### config.mk
export PLATFORM = sky130hd
export DESIGN_NAME = knight_shortest_path_search
export DESIGN_NICKNAME = d
export VERILOG_FILES = /design/src/sv/kps_pkg.sv /design/src/sv/kps_dpath.sv /design/src/sv/kps_ctrl.sv /design/src/sv/knight_shortest_path_search.sv
export VERILOG_INCLUDE_DIRS = /design/src /design/src/sv
export SDC_FILE = /design/constraint.sdc
export NUM_CORES = 1
export LEC_CHECK = 0
export BUFFER_PORTS_ARGS = -buffer_cell sky130_fd_sc_hd__buf_2
export CORE_MARGIN = 1
export CORE_UTILIZATION = 35
export CTS_BUF_LIST = sky130_fd_sc_hd__clkbuf_4 sky130_fd_sc_hd__clkbuf_8 sky130_fd_sc_hd__clkbuf_16
export DETAILED_ROUTE_END_ITERATION = 12
export PLACE_DENSITY = 0.48
export SYNTH_ARGS = -nofsm -noshare
export SYNTH_HDL_FRONTEND = slang
export SYNTH_SLANG_ARGS = --single-unit
### constraint.sdc
create_clock -name clk -period 8.1 [get_ports clk]
set_input_delay 0.405 -clock clk [delete_from_list [all_inputs] [get_ports clk]]
set_output_delay 0.405 -clock clk [all_outputs]
set_load 0.05 [all_outputs]
### src/sv/assert_macros.svh
// ----------------------------------------------------------------------------
// assert_macros.svh
// Clocked assertion shorthands; expect clk and arst_n in the using module.
// ----------------------------------------------------------------------------
`ifndef ASSERT_MACROS_SVH
`define ASSERT_MACROS_SVH

// property must hold on every edge out of reset
`define ASSERT_CLK(label, prop, msg) \
	label: assert property (@(posedge clk) disable iff (!arst_n) prop) else $error(msg);

// expression must never be true out of reset
`define ASSERT_NEVER(label, expr, msg) \
	label: assert property (@(posedge clk) disable iff (!arst_n) !(expr)) else $error(msg);

`endif

### src/sv/kps_pkg.sv
// ----------------------------------------------------------------------------
// kps_pkg
// Shared types and constants for the knight shortest-path search.
// ----------------------------------------------------------------------------
package kps_pkg;

	localparam int NUM_MOVES   = 8;
	localparam int MAX_RESULTS = 7;

	typedef logic signed [2:0] delta_t;

	// knight moves in search order, file then rank delta
	localparam delta_t MOVE_DF [NUM_MOVES] = '{
		3'sd1, 3'sd1, -3'sd1, -3'sd1, 3'sd2, 3'sd2, -3'sd2, -3'sd2
	};
	localparam delta_t MOVE_DR [NUM_MOVES] = '{
		3'sd2, -3'sd2, 3'sd2, -3'sd2, 3'sd1, -3'sd1, 3'sd1, -3'sd1
	};

	typedef struct packed {
		logic [2:0] start_file;
		logic [2:0] start_rank;
		logic [2:0] goal_file;
		logic [2:0] goal_rank;
	} query_t;

	typedef struct packed {
		logic [2:0] square_file;
		logic [2:0] square_rank;
		logic       last_square;
	} square_t;

	typedef struct packed {
		logic init;
		logic deq;
		logic move;
		logic walk_init;
		logic walk_wr;
		logic walk_load;
		logic emit;
	} kps_cmd_t;

	typedef struct packed {
		logic on_board;
		logic q_empty;
		logic cur_is_goal;
		logic move_last;
		logic walk_at_start;
		logic emit_last;
		logic out_free;
	} kps_sts_t;

endpackage

### src/sv/kps_dpath.sv
// ----------------------------------------------------------------------------
// kps_dpath
// Search datapath: visited map, BFS queue, parent store, path ring, output.
// ----------------------------------------------------------------------------
`include "assert_macros.svh"

module kps_dpath #(
	parameter int BOARD_SIZE = 8
) (
	input  logic              clk,
	input  logic              arst_n,
	input  kps_pkg::query_t   query,
	input  kps_pkg::kps_cmd_t cmd,
	output kps_pkg::kps_sts_t sts,
	input  logic              out_stall,
	output logic              out_valid,
	output kps_pkg::square_t  out_data
);
	import kps_pkg::*;

	localparam int CW     = $clog2(BOARD_SIZE);
	localparam int SW     = 2 * CW;
	localparam int NSQ    = 2 ** SW;
	localparam int QDEPTH = BOARD_SIZE * BOARD_SIZE;
	localparam int QAW    = $clog2(QDEPTH);
	localparam int PTRW   = QAW + 1;
	localparam int LW     = $clog2(QDEPTH + 1);
	localparam int MW     = $clog2(NUM_MOVES);
	localparam int RW     = $clog2(MAX_RESULTS + 1);
	localparam int PBD    = 2 ** RW;

	logic [SW-1:0]   queue_mem [QDEPTH];
	logic [SW-1:0]   parent_mem [NSQ];
	logic [SW-1:0]   path_buf [PBD];

	logic [NSQ-1:0]  visited_q;
	logic [PTRW-1:0] head_q, tail_q;
	logic [MW-1:0]   move_q;
	logic [LW-1:0]   len_q;
	logic [RW-1:0]   k_q;
	logic            out_valid_q;

	logic [SW-1:0]   start_q, goal_q, qdata_q, pdata_q, walk_q;
	square_t         out_q;

	logic [SW-1:0]   start_sq;
	logic            on_board;
	logic signed [CW+1:0] nf_s, nr_s;
	logic            in_bounds, enq;
	logic [SW-1:0]   ns;
	logic            q_we;
	logic [QAW-1:0]  q_waddr;
	logic [SW-1:0]   q_wdata;
	logic [RW-1:0]   n_res, rd_idx;
	logic [SW-1:0]   rd_sq;

	assign on_board = (int'(query.start_file) < BOARD_SIZE) &&
		(int'(query.start_rank) < BOARD_SIZE) &&
		(int'(query.goal_file) < BOARD_SIZE) &&
		(int'(query.goal_rank) < BOARD_SIZE);
	assign start_sq = {CW'(query.start_rank), CW'(query.start_file)};

	assign nf_s = $signed({2'b00, qdata_q[CW-1:0]}) + (CW+2)'(MOVE_DF[move_q]);
	assign nr_s = $signed({2'b00, qdata_q[SW-1:CW]}) + (CW+2)'(MOVE_DR[move_q]);
	assign in_bounds = (nf_s >= 0) && (nf_s < (CW+2)'(BOARD_SIZE)) &&
		(nr_s >= 0) && (nr_s < (CW+2)'(BOARD_SIZE));
	assign ns  = {nr_s[CW-1:0], nf_s[CW-1:0]};
	assign enq = cmd.move && in_bounds && !visited_q[ns];

	assign q_we    = cmd.init || enq;
	assign q_waddr = cmd.init ? '0 : tail_q[QAW-1:0];
	assign q_wdata = cmd.init ? start_sq : ns;

	assign n_res  = (len_q < LW'(MAX_RESULTS)) ? len_q[RW-1:0] : RW'(MAX_RESULTS);
	assign rd_idx = len_q[RW-1:0] - RW'(1) - k_q;
	assign rd_sq  = path_buf[rd_idx];

	always_ff @(posedge clk) begin
		if (q_we) begin
			queue_mem[q_waddr] <= q_wdata;
		end
		if (cmd.deq) begin
			qdata_q <= queue_mem[head_q[QAW-1:0]];
		end
	end

	always_ff @(posedge clk) begin
		if (enq) begin
			parent_mem[ns] <= qdata_q;
		end
		if (cmd.walk_wr) begin
			pdata_q <= parent_mem[walk_q];
		end
	end

	always_ff @(posedge clk or negedge arst_n) begin
		if (!arst_n) begin
			visited_q   <= '0;
			head_q      <= '0;
			tail_q      <= '0;
			move_q      <= '0;
			len_q       <= '0;
			k_q         <= '0;
			out_valid_q <= 1'b0;
		end else begin
			if (cmd.init) begin
				visited_q <= {{(NSQ-1){1'b0}}, 1'b1} << start_sq;
				head_q    <= '0;
				tail_q    <= PTRW'(1);
			end
			if (enq) begin
				visited_q[ns] <= 1'b1;
				tail_q        <= tail_q + PTRW'(1);
			end
			if (cmd.deq) begin
				head_q <= head_q + PTRW'(1);
				move_q <= '0;
			end
			if (cmd.move) begin
				move_q <= move_q + MW'(1);
			end
			if (cmd.walk_init) begin
				len_q <= '0;
				k_q   <= '0;
			end
			if (cmd.walk_wr) begin
				len_q <= len_q + LW'(1);
			end
			if (cmd.emit) begin
				k_q <= k_q + RW'(1);
			end
			if (cmd.emit) begin
				out_valid_q <= 1'b1;
			end else if (!out_stall) begin
				out_valid_q <= 1'b0;
			end
		end
	end

	always_ff @(posedge clk) begin
		if (cmd.init) begin
			start_q <= start_sq;
			goal_q  <= {CW'(query.goal_rank), CW'(query.goal_file)};
		end
		if (cmd.walk_init) begin
			walk_q <= goal_q;
		end else if (cmd.walk_load) begin
			walk_q <= pdata_q;
		end
		if (cmd.walk_wr) begin
			path_buf[len_q[RW-1:0]] <= walk_q;
		end
		if (cmd.emit) begin
			out_q.square_file <= 3'(rd_sq[CW-1:0]);
			out_q.square_rank <= 3'(rd_sq[SW-1:CW]);
			out_q.last_square <= ((k_q + RW'(1)) == n_res);
		end
	end

	always_comb begin
		sts.on_board      = on_board;
		sts.q_empty       = (head_q == tail_q);
		sts.cur_is_goal   = (qdata_q == goal_q);
		sts.move_last     = (move_q == MW'(NUM_MOVES - 1));
		sts.walk_at_start = (walk_q == start_q);
		sts.emit_last     = ((k_q + RW'(1)) == n_res);
		sts.out_free      = !out_valid_q || !out_stall;
	end

	assign out_valid = out_valid_q;
	assign out_data  = out_q;

	`ASSERT_CLK(a_tail_bound, tail_q <= PTRW'(QDEPTH), "queue tail past board size")
	`ASSERT_NEVER(a_head_past_tail, head_q > tail_q, "queue head overtook tail")
	`ASSERT_CLK(a_emit_free, cmd.emit |-> (!out_valid_q || !out_stall), "output overwritten")

endmodule

### src/sv/kps_ctrl.sv
// ----------------------------------------------------------------------------
// kps_ctrl
// Sequencer: dequeue, move scan, parent walk-back and path emission.
// ----------------------------------------------------------------------------
module kps_ctrl (
	input  logic              clk,
	input  logic              arst_n,
	input  logic              query_valid,
	output logic              query_stall,
	input  kps_pkg::kps_sts_t sts,
	output kps_pkg::kps_cmd_t cmd
);
	import kps_pkg::*;

	localparam logic [2:0] ST_IDLE      = 3'd0;
	localparam logic [2:0] ST_DEQ       = 3'd1;
	localparam logic [2:0] ST_MOVES     = 3'd2;
	localparam logic [2:0] ST_WALK_WR   = 3'd3;
	localparam logic [2:0] ST_WALK_WAIT = 3'd4;
	localparam logic [2:0] ST_EMIT      = 3'd5;

	logic [2:0] state_q, state_d;

	always_comb begin
		cmd     = '0;
		state_d = state_q;
		case (state_q)
			ST_IDLE: begin
				if (query_valid && sts.on_board) begin
					cmd.init = 1'b1;
					state_d  = ST_DEQ;
				end
			end
			ST_DEQ: begin
				if (sts.q_empty) begin
					state_d = ST_IDLE;
				end else begin
					cmd.deq = 1'b1;
					state_d = ST_MOVES;
				end
			end
			ST_MOVES: begin
				if (sts.cur_is_goal) begin
					cmd.walk_init = 1'b1;
					state_d       = ST_WALK_WR;
				end else begin
					cmd.move = 1'b1;
					if (sts.move_last) begin
						state_d = ST_DEQ;
					end
				end
			end
			ST_WALK_WR: begin
				cmd.walk_wr = 1'b1;
				state_d     = sts.walk_at_start ? ST_EMIT : ST_WALK_WAIT;
			end
			ST_WALK_WAIT: begin
				cmd.walk_load = 1'b1;
				state_d       = ST_WALK_WR;
			end
			ST_EMIT: begin
				if (sts.out_free) begin
					cmd.emit = 1'b1;
					if (sts.emit_last) begin
						state_d = ST_IDLE;
					end
				end
			end
			default: begin
				state_d = ST_IDLE;
			end
		endcase
	end

	always_ff @(posedge clk or negedge arst_n) begin
		if (!arst_n) begin
			state_q <= ST_IDLE;
		end else begin
			state_q <= state_d;
		end
	end

	assign query_stall = (state_q != ST_IDLE);

endmodule

### src/sv/knight_shortest_path_search.sv
// ----------------------------------------------------------------------------
// knight_shortest_path_search
// Breadth-first knight path search with path walk-back and emission.
// ----------------------------------------------------------------------------
// Each query transfer carries a start and a goal square; the block answers
// with the shortest knight path from start to goal, one square per transfer,
// the goal flagged by last_square. Queries naming a square off the board give
// no result. A query dequeues each square in turn and tries its knight moves
// (eight per square expanded), then walks back through the parent store from
// the goal to the start and emits the path squares; the move scan tries one
// move a cycle against the visited map and the queue write port. The visited
// map clears at query start, so there is no clearing pass. query_stall stays
// high from acceptance until the last square is loaded into the output
// register, or until the queue runs empty with no path found.
module knight_shortest_path_search #(
	parameter int BOARD_SIZE = 8
) (
	input  logic             clk,
	input  logic             arst_n,
	input  logic             query_valid,
	output logic             query_stall,
	input  kps_pkg::query_t  query,
	output logic             square_valid,
	input  logic             square_stall,
	output kps_pkg::square_t square
);
	import kps_pkg::*;

	kps_cmd_t cmd;
	kps_sts_t sts;

	kps_ctrl u_ctrl (
		.clk         (clk),
		.arst_n      (arst_n),
		.query_valid (query_valid),
		.query_stall (query_stall),
		.sts         (sts),
		.cmd         (cmd)
	);

	kps_dpath #(
		.BOARD_SIZE (BOARD_SIZE)
	) u_dpath (
		.clk       (clk),
		.arst_n    (arst_n),
		.query     (query),
		.cmd       (cmd),
		.sts       (sts),
		.out_stall (square_stall),
		.out_valid (square_valid),
		.out_data  (square)
	);

endmodule

## Yosys cells after proc, flatten, opt, wreduce, memory -nomap -nowiden

Memories as Yosys holds them, arrays and structs flattened. A register that Yosys moved wholly into a read port is not among the register bits.
Cells that the tools add are included.

| word-level totals | value |
|---|---|
| register bits | 114 |
| bits in writable memories | 816 |
| memory bits (read-only) | 48 |
| input port bits | 16 |
| output and inout bits | 9 |
| memories | 5 |

Memories:

| memory | words | bits a word | read ports | clocked after Yosys merged registers in | wr ports | RTL line | RTL |
|---|---|---|---|---|---|---|---|
| u_dpath.parent_mem | 64 | 6 | 1 | 1 | 1 | kps_dpath.sv:33 | `logic [SW-1:0] parent_mem [NSQ];` |
| u_dpath.queue_mem | 64 | 6 | 1 | 1 | 1 | kps_dpath.sv:32 | `logic [SW-1:0] queue_mem [QDEPTH];` |
| u_dpath.path_buf | 8 | 6 | 1 | 1 | 1 | kps_dpath.sv:34 | `logic [SW-1:0] path_buf [PBD];` |
| (name not given) | 8 | 3 | 1 | 0 | 0 | kps_dpath.sv:63 | `assign nf_s = $signed({2'b00, qdata_q[CW-1:0]}) + (CW+2)'(MOVE_DF[move_q]);` |
| (name not given) | 8 | 3 | 1 | 0 | 0 | kps_dpath.sv:64 | `assign nr_s = $signed({2'b00, qdata_q[SW-1:CW]}) + (CW+2)'(MOVE_DR[move_q]);` |

| cells by class | value |
|---|---|
| add/sub/neg operators | 9 |
| magnitude comparators | 8 |
| eq/ne operators | 15 |
| shift operators | 1 |
| mux-type cells | 52 |
| bitwise logic cells | 2 |
| reduce and logical (&&, ||, !) cells | 20 |

Operators by type and width:

| kind | number |
|---|---|
| $mux W64 | 2 |
| $or A64 B64 Y64 | 1 |
| $shl A1 B6 Y64 const A | 1 |
| $mux W3 | 14 |
| $mux W7 | 6 |
| $mux W6 | 4 |
| $add A7 B1 Y7 const B | 3 |
| $mux W1 | 21 |
| $pmux W3 S6 | 1 |
| $eq A6 B6 Y1 | 2 |
| $reduce_bool A2 Y1 | 6 |
| $add A4 B3 Y5 | 2 |
| $ge A5 B1 Y1 const B | 2 |
| $lt A5 B5 Y1 const B | 2 |
| $eq A3 B3 Y1 const B | 3 |
| $eq A7 B7 Y1 | 1 |
| $lt A6 B7 Y1 const B | 1 |
| $lt A7 B3 Y1 const B | 1 |
| $add A3 B1 Y3 const B | 2 |
| $bmux W1 S6 | 1 |
| $demux W1 S6 | 1 |
| $eq A3 B2 Y1 const B | 2 |
| $ge A6 B1 Y1 const B | 1 |
| $logic_and A1 B1 Y1 | 6 |
| other kinds (15) | 21 |

## Depth between registers and ports, before layout

Gate-level depths: netlist (run 1).

| depth | value |
|---|---|
| depth after elaboration | 14 |
| mapped depth | 14 |
| mapped depth without buffers | 11 |

## Modules after synthesis

Synthesis (run 1) repeated with hierarchy kept, for this count alone.

| second synthesis, totals | value |
|---|---|
| cell total of the unflattened synthesis | 2014 |
| area total of the unflattened synthesis | 39110.0 um2 |

Modules (own cells, without submodules):

| module | instances | cells each | area each (um2) | seq. area each (um2) |
|---|---|---|---|---|
| kps_dpath | 1 | 1989 | 38874.8 | 27916.8 |
| kps_ctrl | 1 | 25 | 235.2 | 75.1 |

## Worst setup path after synthesis (run 1)

No wires, ideal clock.

| timing path | value |
|---|---|
| path type | register to register |
| from | register u_dpath.qdata_q[0], read port of u_dpath.queue_mem |
| to | memory u_dpath.queue_mem[2][0] (netlist name), enable pin |
| library setup time | 379 ps |
| arrival time | 4363 ps |
| required time | 7721 ps |
| setup slack | 3358 ps |
| cell stages (with the launch flop) | 13 |
| path buffers | 2 |
| cells stage by stage | edfxtp_1 > ha_1 > inv_1 > fa_1 > xor2_2 > mux4_2 > nor3b_1 > a211o_1 > nor4_4 > nand2_2 > buf_2 > buf_2 > a211oi_1 |

| on the way | value |
|---|---|
| cells in the longest elaborated chain, start to end | 10 |
| elaborated cells on any way between the ends | 17 |

Ends and longest elaborated chain:

| what | RTL line | RTL |
|---|---|---|
| start, declared | kps_dpath.sv:43 | `logic [SW-1:0] start_q, goal_q, qdata_q, pdata_q, walk_q;` |
| branches (longest 6 deep; another with $add A4 B3 Y5) | n/a |  |
| $logic_and A1 B1 Y1 * | kps_dpath.sv:68 | `assign enq = cmd.move && in_bounds && !visited_q[ns];` |
| $logic_or A1 B1 Y1 * | kps_dpath.sv:70 | `assign q_we = cmd.init \|\| enq;` |
| $mux W1 * | kps_dpath.sv:79 | `if (q_we) begin` |
| $mux W1 (not written as such) * | kps_dpath.sv:80 | `queue_mem[q_waddr] <= q_wdata;` |
| end, declared | kps_dpath.sv:32 |  |

Every way passes the cells marked *. The select of a mux whose other input is x is not followed.

## Worst setup path after layout (run 1)

| timing path | value |
|---|---|
| from | register u_dpath.move_q[2] |
| to | memory u_dpath.parent_mem[13][3] (netlist name), enable pin |

| on the way | value |
|---|---|
| cells in the longest elaborated chain, start to end | 13 |
| elaborated cells on any way between the ends | 23 |

Ends and longest elaborated chain:

| what | RTL line | RTL |
|---|---|---|
| start, declared | kps_dpath.sv:38 | `logic [MW-1:0] move_q;` |
| start signal, assigned | kps_dpath.sv:120 | `move_q <= move_q + MW'(1);` |
| $not A3 Y4 (not written as such) * | kps_dpath.sv:63, kps_dpath.sv:64 |  |
| branches (longest 12 deep; another with $add A4 B3 Y5) | n/a |  |
| end, declared | kps_dpath.sv:33 |  |

Marks and branches as above.

==> metrics.cfg, run 1 <==
[cts]
cts_inserted_buffers=99
worstSkewPairLatency_ps=680
numClockSinks=948
cts_hold_buf=7
clockRootBuffer=clkbuf_16
cts_resized=0
cts_htree_levels=3
clkTransAtPathRegs_ps=60
max-clock-path-buffers=3
post-cts-setup-buffer-count=0
cts_tree=done

[hold_path]
hp-start=square_stall
min_path_cells=3
hold_class=in -> reg
hold_path_end=u_dpath.out_valid

[floorplan]
dieArea_um2=114000
ios=25
placementRows=122
start_util_pct=35.4
core-area_um2=111000
die_w_um=337
die_h_um=337

[sta]
max_freq_ghz=0.173
setup_slack_ps=2320
max_slew_margin_pct=19.8
worst_slew_pin_slew_ps=1200
rsz0062_at_grt=false
fin_crit_ps=5780
report.final.setup_viol=0
final_max_slew_viol_count=0
hold_viol=0
tns_ps=0
skew_ps=34.9
finalCritPeriodShare_pct=71.3

[drt]
initialDrtViolationCount=1915
avgViaCountPerCell=5.49
vias=21166
ant_nets=0
dr.pass1.iters=5
routed_wl_um=105000
wl_per_cell_um=27.3
drc=0

[setup_path]
crit_path_max_fanout=101
r2r_end=u_dpath.parent_mem[13][3]
startpoint=u_dpath.move_q[2]
r2r-start=u_dpath.move_q[2]
reg2regPathDepth=11
startpoint_type=register
cp-end-kind=register
crit_path_cell_trace=inv_1 > ha_2 > inv_1 > fa_1 > nand2_1 > a211oi_1 > o41ai_1 > and4bb_1 > nand2_8 > buf_4 > nor3_1
ff2ff_setup_slack_ps=2320
required_ps=8390
crit_type=reg -> reg
cp_common_cell=inv_1
critical-path-max-stage-delay_ps=1090
arrival_ps=6070
slowest_stage=fa_1

[synthesis]
synth_top_area_share_pct=65.1
syn-num-nets=2307
async_flop_share_pct=10.0
netlist_top_cells_area=edfxtp_1 65%, mux4_2 11%, dfrtp_1 6.0%, mux2i_1 2.0%, nor3_1 1.7%
ys_seq_elements=948
netlist_area_um2=39300
seq_area_frac_synth_pct=71.2
synth-edff-count=853
synth_largest_area_cell=edfxtp_1
yosysWarnings=0
synthDistinctLibCells=55
syn_inst=2273
ys.flop_type=edfxtp_1
avgSynthCellArea_um2=17.3

[placed_design]
io_buffers=24
dp_hpwl_um=65200
gp_congestion=0.777
place_ws_ps=2340

[global_routing]
grt_overflow=0
grt_pass1_vias=21676
grt_pass1_wl_um=155000
grt_usage_pct=18.8
grt_start_max_net_pins=151
antenna_found_initial=4

[pwr]
intPower_uw=10900
comb_power_share_pct=33.3
p_sw_uw=6360
p_seq_share_pct=40.3
p_per_area_nw_per_um2=388
clkPwrFrac_pct=26.4
vdd.ir_drop.worst_mv=0.344
p_leak_uw=0.0144
netSwitchingFraction_pct=36.9

[cells_and_area]
drive_gt1_share_pct=21.3
fin_nets=2317
synthToLayoutAreaGrowth_pct=13.1

[flow_run]
cap_violations=0

[status]
status=completed

## routing by layer
layer  track usage [%]  share of wire [%]  vias up
li1                  -                  -     9215
met1              25.0                 43    11237
met2              31.9                 51      571
met3              3.14                4.6      141
met4              4.61                2.0        2
met5                 0              0.012        -
## cell type report
class,instances,area (um^2)
Antenna cell,1,2.50
Clock buffer,120,2670
Clock inverter,66,614
Fill cell,9961,66500
Inverter,22,82.6
Multi-Input combinational cell,1139,10700
Sequential cell,948,28000
Tap cell,1488,1860
Timing Repair Buffer,73,533
## Yosys cell counts, types with 25 or more instances
master	n
a21oi_1	124
and3_1	70
buf_1	37
buf_2	26
clkbuf_1	101
dfrtp_1	95
edfxtp_1	853
mux2_2	43
mux2i_1	80
mux4_2	198
nand2_1	87
nand3_1	27
nor2_1	45
nor3_1	137
o21ai_0	47
o221ai_1	25
o22ai_1	28
o31ai_1	63
## stage by stage
stage	total power, uW	area, um^2	util (%)	hold WS (ps)	std cells
finish	17200	44500	40.1	82.2	3857
global route	18000	44500	40.1	91.2	3856
floorplan	10400	39300	-	109	2273
detailed placement	12900	41100	37.0	347	3663
CTS	17500	44500	40.1	62.9	3856
global placement	12900	41100	37.0	347	3663
## cell families after synthesis
| family | after synthesis | share of synthesized area, % |
|---|---|---|
| flip-flops | 948 | 71.2 |
| AO/OA/AOI/OAI | 320 | 5.09 |
| adder cells (fa/ha/maj) | 18 | 0.630 |
| AND/OR/NAND/NOR | 447 | 5.91 |
| buffers and inverters | 186 | 1.86 |
| multiplexers | 321 | 14.6 |
| XOR/XNOR | 33 | 0.754 |
## cells in the final DEF (no fill, tap or decap), types with 8 or more instances in the layout
| cell | netlist | layout |
|---|---|---|
| edfxtp_1 | 853 | 853 |
| mux4_2 | 198 | 198 |
| nor3_1 | 137 | 137 |
| a21oi_1 | 124 | 120 |
| clkbuf_16 | 0 | 100 |
| dfrtp_1 | 95 | 92 |
| nand2_1 | 87 | 83 |
| mux2i_1 | 80 | 80 |
| and3_1 | 70 | 70 |
| o31ai_1 | 63 | 63 |
| o21ai_0 | 47 | 47 |
| nor2_1 | 45 | 45 |
| mux2_2 | 43 | 43 |
| buf_4 | 0 | 41 |
| o22ai_1 | 28 | 28 |
| nand3_1 | 27 | 27 |
| o221ai_1 | 25 | 25 |
| clkinv_2 | 0 | 25 |
| xnor2_1 | 24 | 24 |
| buf_2 | 26 | 23 |
| inv_1 | 22 | 21 |
| nand2b_1 | 18 | 18 |
| clkinv_1 | 0 | 18 |
| clkbuf_4 | 0 | 17 |
| nor2b_1 | 14 | 14 |
| ha_1 | 15 | 14 |
| xor2_1 | 8 | 8 |
| bufinv_16 | 0 | 8 |
## power by group through the flow
stage | Combinational, uW | Clock, uW | Sequential, uW
6_report | 5740 | 4550 | 6940
5_1_grt | 6170 | 4830 | 6970
4_1_cts | 5900 | 4650 | 6950
3_5_place_dp | 5890 | 0 | 7050
3_3_place_gp | 5890 | 0 | 7040
2_1_floorplan | 3240 | 0 | 7120
## worst max-delay path, delay by kind of cell (launching register included)
family / cells / cell delay, ps
simple gates: 4 / 2300
buf+inv: 3 / 660
compound gates: 2 / 570
flops: 1 / 450
fa+ha+maj: 2 / 1270
## sequential cells by signal, indices dropped and copies added, names as in the netlist
register,count
u_dpath.parent_mem,384
u_dpath.queue_mem,384
u_dpath.visited_q,64
u_dpath.path_buf,48
u_dpath.head_q,7
u_dpath.len_q,7
u_dpath.out_data,7
u_dpath.tail_q,7
u_dpath.goal_q,6
u_dpath.pdata_q,6
u_dpath.qdata_q,6
u_dpath.start_q,6
u_dpath.walk_q,6
u_ctrl.state_q,3
u_dpath.k_q,3
u_dpath.move_q,3
u_dpath.out_valid,1
## worst max-delay path by stage
stage	endpoint	slack [ps]	cells after the start
2_1_floorplan	u_dpath.queue_mem[2][0]	3360	12
3_3_place_gp	u_dpath.parent_mem[1][4]	2560	10
3_5_place_dp	u_dpath.parent_mem[36][0]	2340	12
4_1_cts	u_dpath.queue_mem[55][0]	2400	12
5_1_grt	u_dpath.parent_mem[36][0]	2010	11
6_report	u_dpath.parent_mem[13][3]	2320	11
(Power assumes the default switching activity.)
==> run 2, diff against run 1 <==
PLACE_DENSITY = 0.5   (was 0.48)
clock period = 4.7 ns   (was 8.1 ns; I/O delays follow)
==> run 2 against run 1 <==
Effect of this change:
- non-clock buffer count rose by 162
- final cell count rose by 4.3%
- sequential cell count did not move
- clock-buffer cell count rose by 5
- utilization rose by 1.6 points
- routed wire length fell by 2.1%
- via count rose by 2.2%
- worst hold slack improved by 110 ps
- sequential share of layout area fell by 2.4 points
- critical endpoint is now u_dpath.parent_mem[0][0]
- largest power group unchanged
- highest routed layer is now met4
==> metrics.cfg, run 2 (synthesis results as in run 1) <==
[status]
status=completed

[drt]
routed_wl_um=103000
ant_nets=0
vias=21633
wl_per_cell_um=25.6
drc=0
avgViaCountPerCell=5.38
dr.pass1.iters=5
initialDrtViolationCount=1795

[setup_path]
arrival_ps=4810
crit_path_end=u_dpath.parent_mem[0][0]
crit_type=reg -> reg
required_ps=5130
startpoint_type=register
r2r_end=u_dpath.parent_mem[0][0]
crit_path_max_fanout=63
cp-end-kind=register
ff2ff_setup_slack_ps=320
reg2regPathDepth=14
r2r-start=u_dpath.move_q[2]
startpoint=u_dpath.move_q[2]

[floorplan]
core-area_um2=111000
start_util_pct=35.4
dieArea_um2=114000
ios=25
die_h_um=337
die_w_um=337
placementRows=122

[cells_and_area]
final_area_um2=46200
drive_gt1_share_pct=26.8
filler_cell_count=9909
regArea_um2=28000
diodes=0
synthToLayoutAreaGrowth_pct=17.6
multi_input_area_um2=10800
final_cell_mix=853 x edfxtp_1, 198 x mux4_2, 186 x buf_4
final_common_cell=edfxtp_1
fin_nets=2482
reg.largest.list=u_dpath.parent_mem x384, u_dpath.queue_mem x384, u_dpath.visited_q x64
instances_no_fill=4024

[global_routing]
grt_start_max_net_pins=106
grt_pass1_wl_um=153000
grt_pass1_vias=22282
grt_usage_pct=18.3
grt_overflow=0
antenna_found_initial=2

[hold_path]
hold_class=in -> async

[sta]
rsz0062_at_grt=false
report.final.setup_viol=0
hold_viol=0
finalCritPeriodShare_pct=93.2
skew_ps=87.8
worst_slew_pin_slew_ps=1090
setup_slack_ps=320
max_freq_ghz=0.228
fin_crit_ps=4380
max_slew_margin_pct=27.6
final_max_slew_viol_count=0
tns_ps=0

[pwr]
p_per_area_nw_per_um2=673
vdd.ir_drop.worst_mv=0.563
p_leak_uw=0.0154

[placed_design]
dp_hpwl_um=65900
post-place-cells=3817
io_buffers=24
place_ws_ps=320
gp_congestion=0.848
place_area_um2=42400

[cts]
clkTransAtPathRegs_ps=60
post-cts-setup-buffer-count=0
cts_htree_levels=3
numClockSinks=948
cts_inserted_buffers=102
clockRootBuffer=clkbuf_16
max-clock-path-buffers=3
worstSkewPairLatency_ps=710
cts_tree=done

[flow_run]
cap_violations=0

## run 2: cell count changes in the layout (fill, tap and decap cells not counted), sizes merged
cell | before | now
dlygate4sd3 | 7 | 15
clkinvlp | 6 | 4
clkbuf | 120 | 125
bufinv | 8 | 16
buf | 66 | 220
clkinv | 49 | 44
diode | 1 | 0
## run 2: report_power, final
| part | leakage [uW] | switching [uW] | internal, uW |
|---|---|---|---|
| Sequential | 0.00897 | 377 | 11500 |
| Clock | 0.00180 | 3400 | 5130 |
| Combinational | 0.00465 | 7500 | 3170 |
## run 2: stage by stage
step	hold slack, ps	utilization, %	power [uW]
2_1_floorplan	-60.6	-	17900
3_3_place_gp	393	38.2	22800
3_5_place_dp	398	38.2	22900
4_1_cts	183	41.7	31500
5_1_grt	260	41.7	32400
6_report	188	41.7	31100
## run 2: worst min path at each step
stage                   from                    end  slack, ps
CTS                   arst_n         u_dpath.k_q[2]        180
floorplan             arst_n      u_ctrl.state_q[0]        -60
global placement      arst_n   u_dpath.visited_q[8]        390
global route        query[4]      u_dpath.goal_q[1]        260
detailed placement    arst_n   u_dpath.visited_q[8]        400
finish                arst_n  u_dpath.visited_q[14]        190
## run 2: what timing repair did
item | 4_1_cts | 5_1_grt
endpoints found under the hold margin | 76 | 0
hold buffers | 15 | 0
gates resized for setup | 0 | 0
## run 2: metal layers
metal  vias to the layer above  global-route usage [%]  part of all wire [%]
li1                       9528                       -                     -
met1                     11328                    24.8                    44
met2                       614                    30.6                    49
met3                       163                    2.66                   4.6
met4                         0                    5.02                   2.4
met5                         -                       0                     0
## run 2: critical path, stage by stage, from the launching register on
cell      delay (ps)
dfrtp_1          430
inv_1             80
ha_2             170
inv_1             50
fa_1             490
xor2_2           420
nand2_1          250
buf_4            220
a211oi_1         270
nor4_1           140
nor4_4           520
nand2_8          150
buf_12           240
nor3_1           390
buf_4            240
## run 2: cell type report
| cell class | count | share of cell area [%] |
|---|---|---|
| timing repair buffer | 235 | 4.07 |
| inverter | 22 | 0.179 |
| clock buffer | 125 | 6.03 |
| clock inverter | 67 | 1.87 |
| tap | 1488 | 4.03 |
| multi-input combinational | 1139 | 23.3 |
| sequential | 948 | 60.5 |
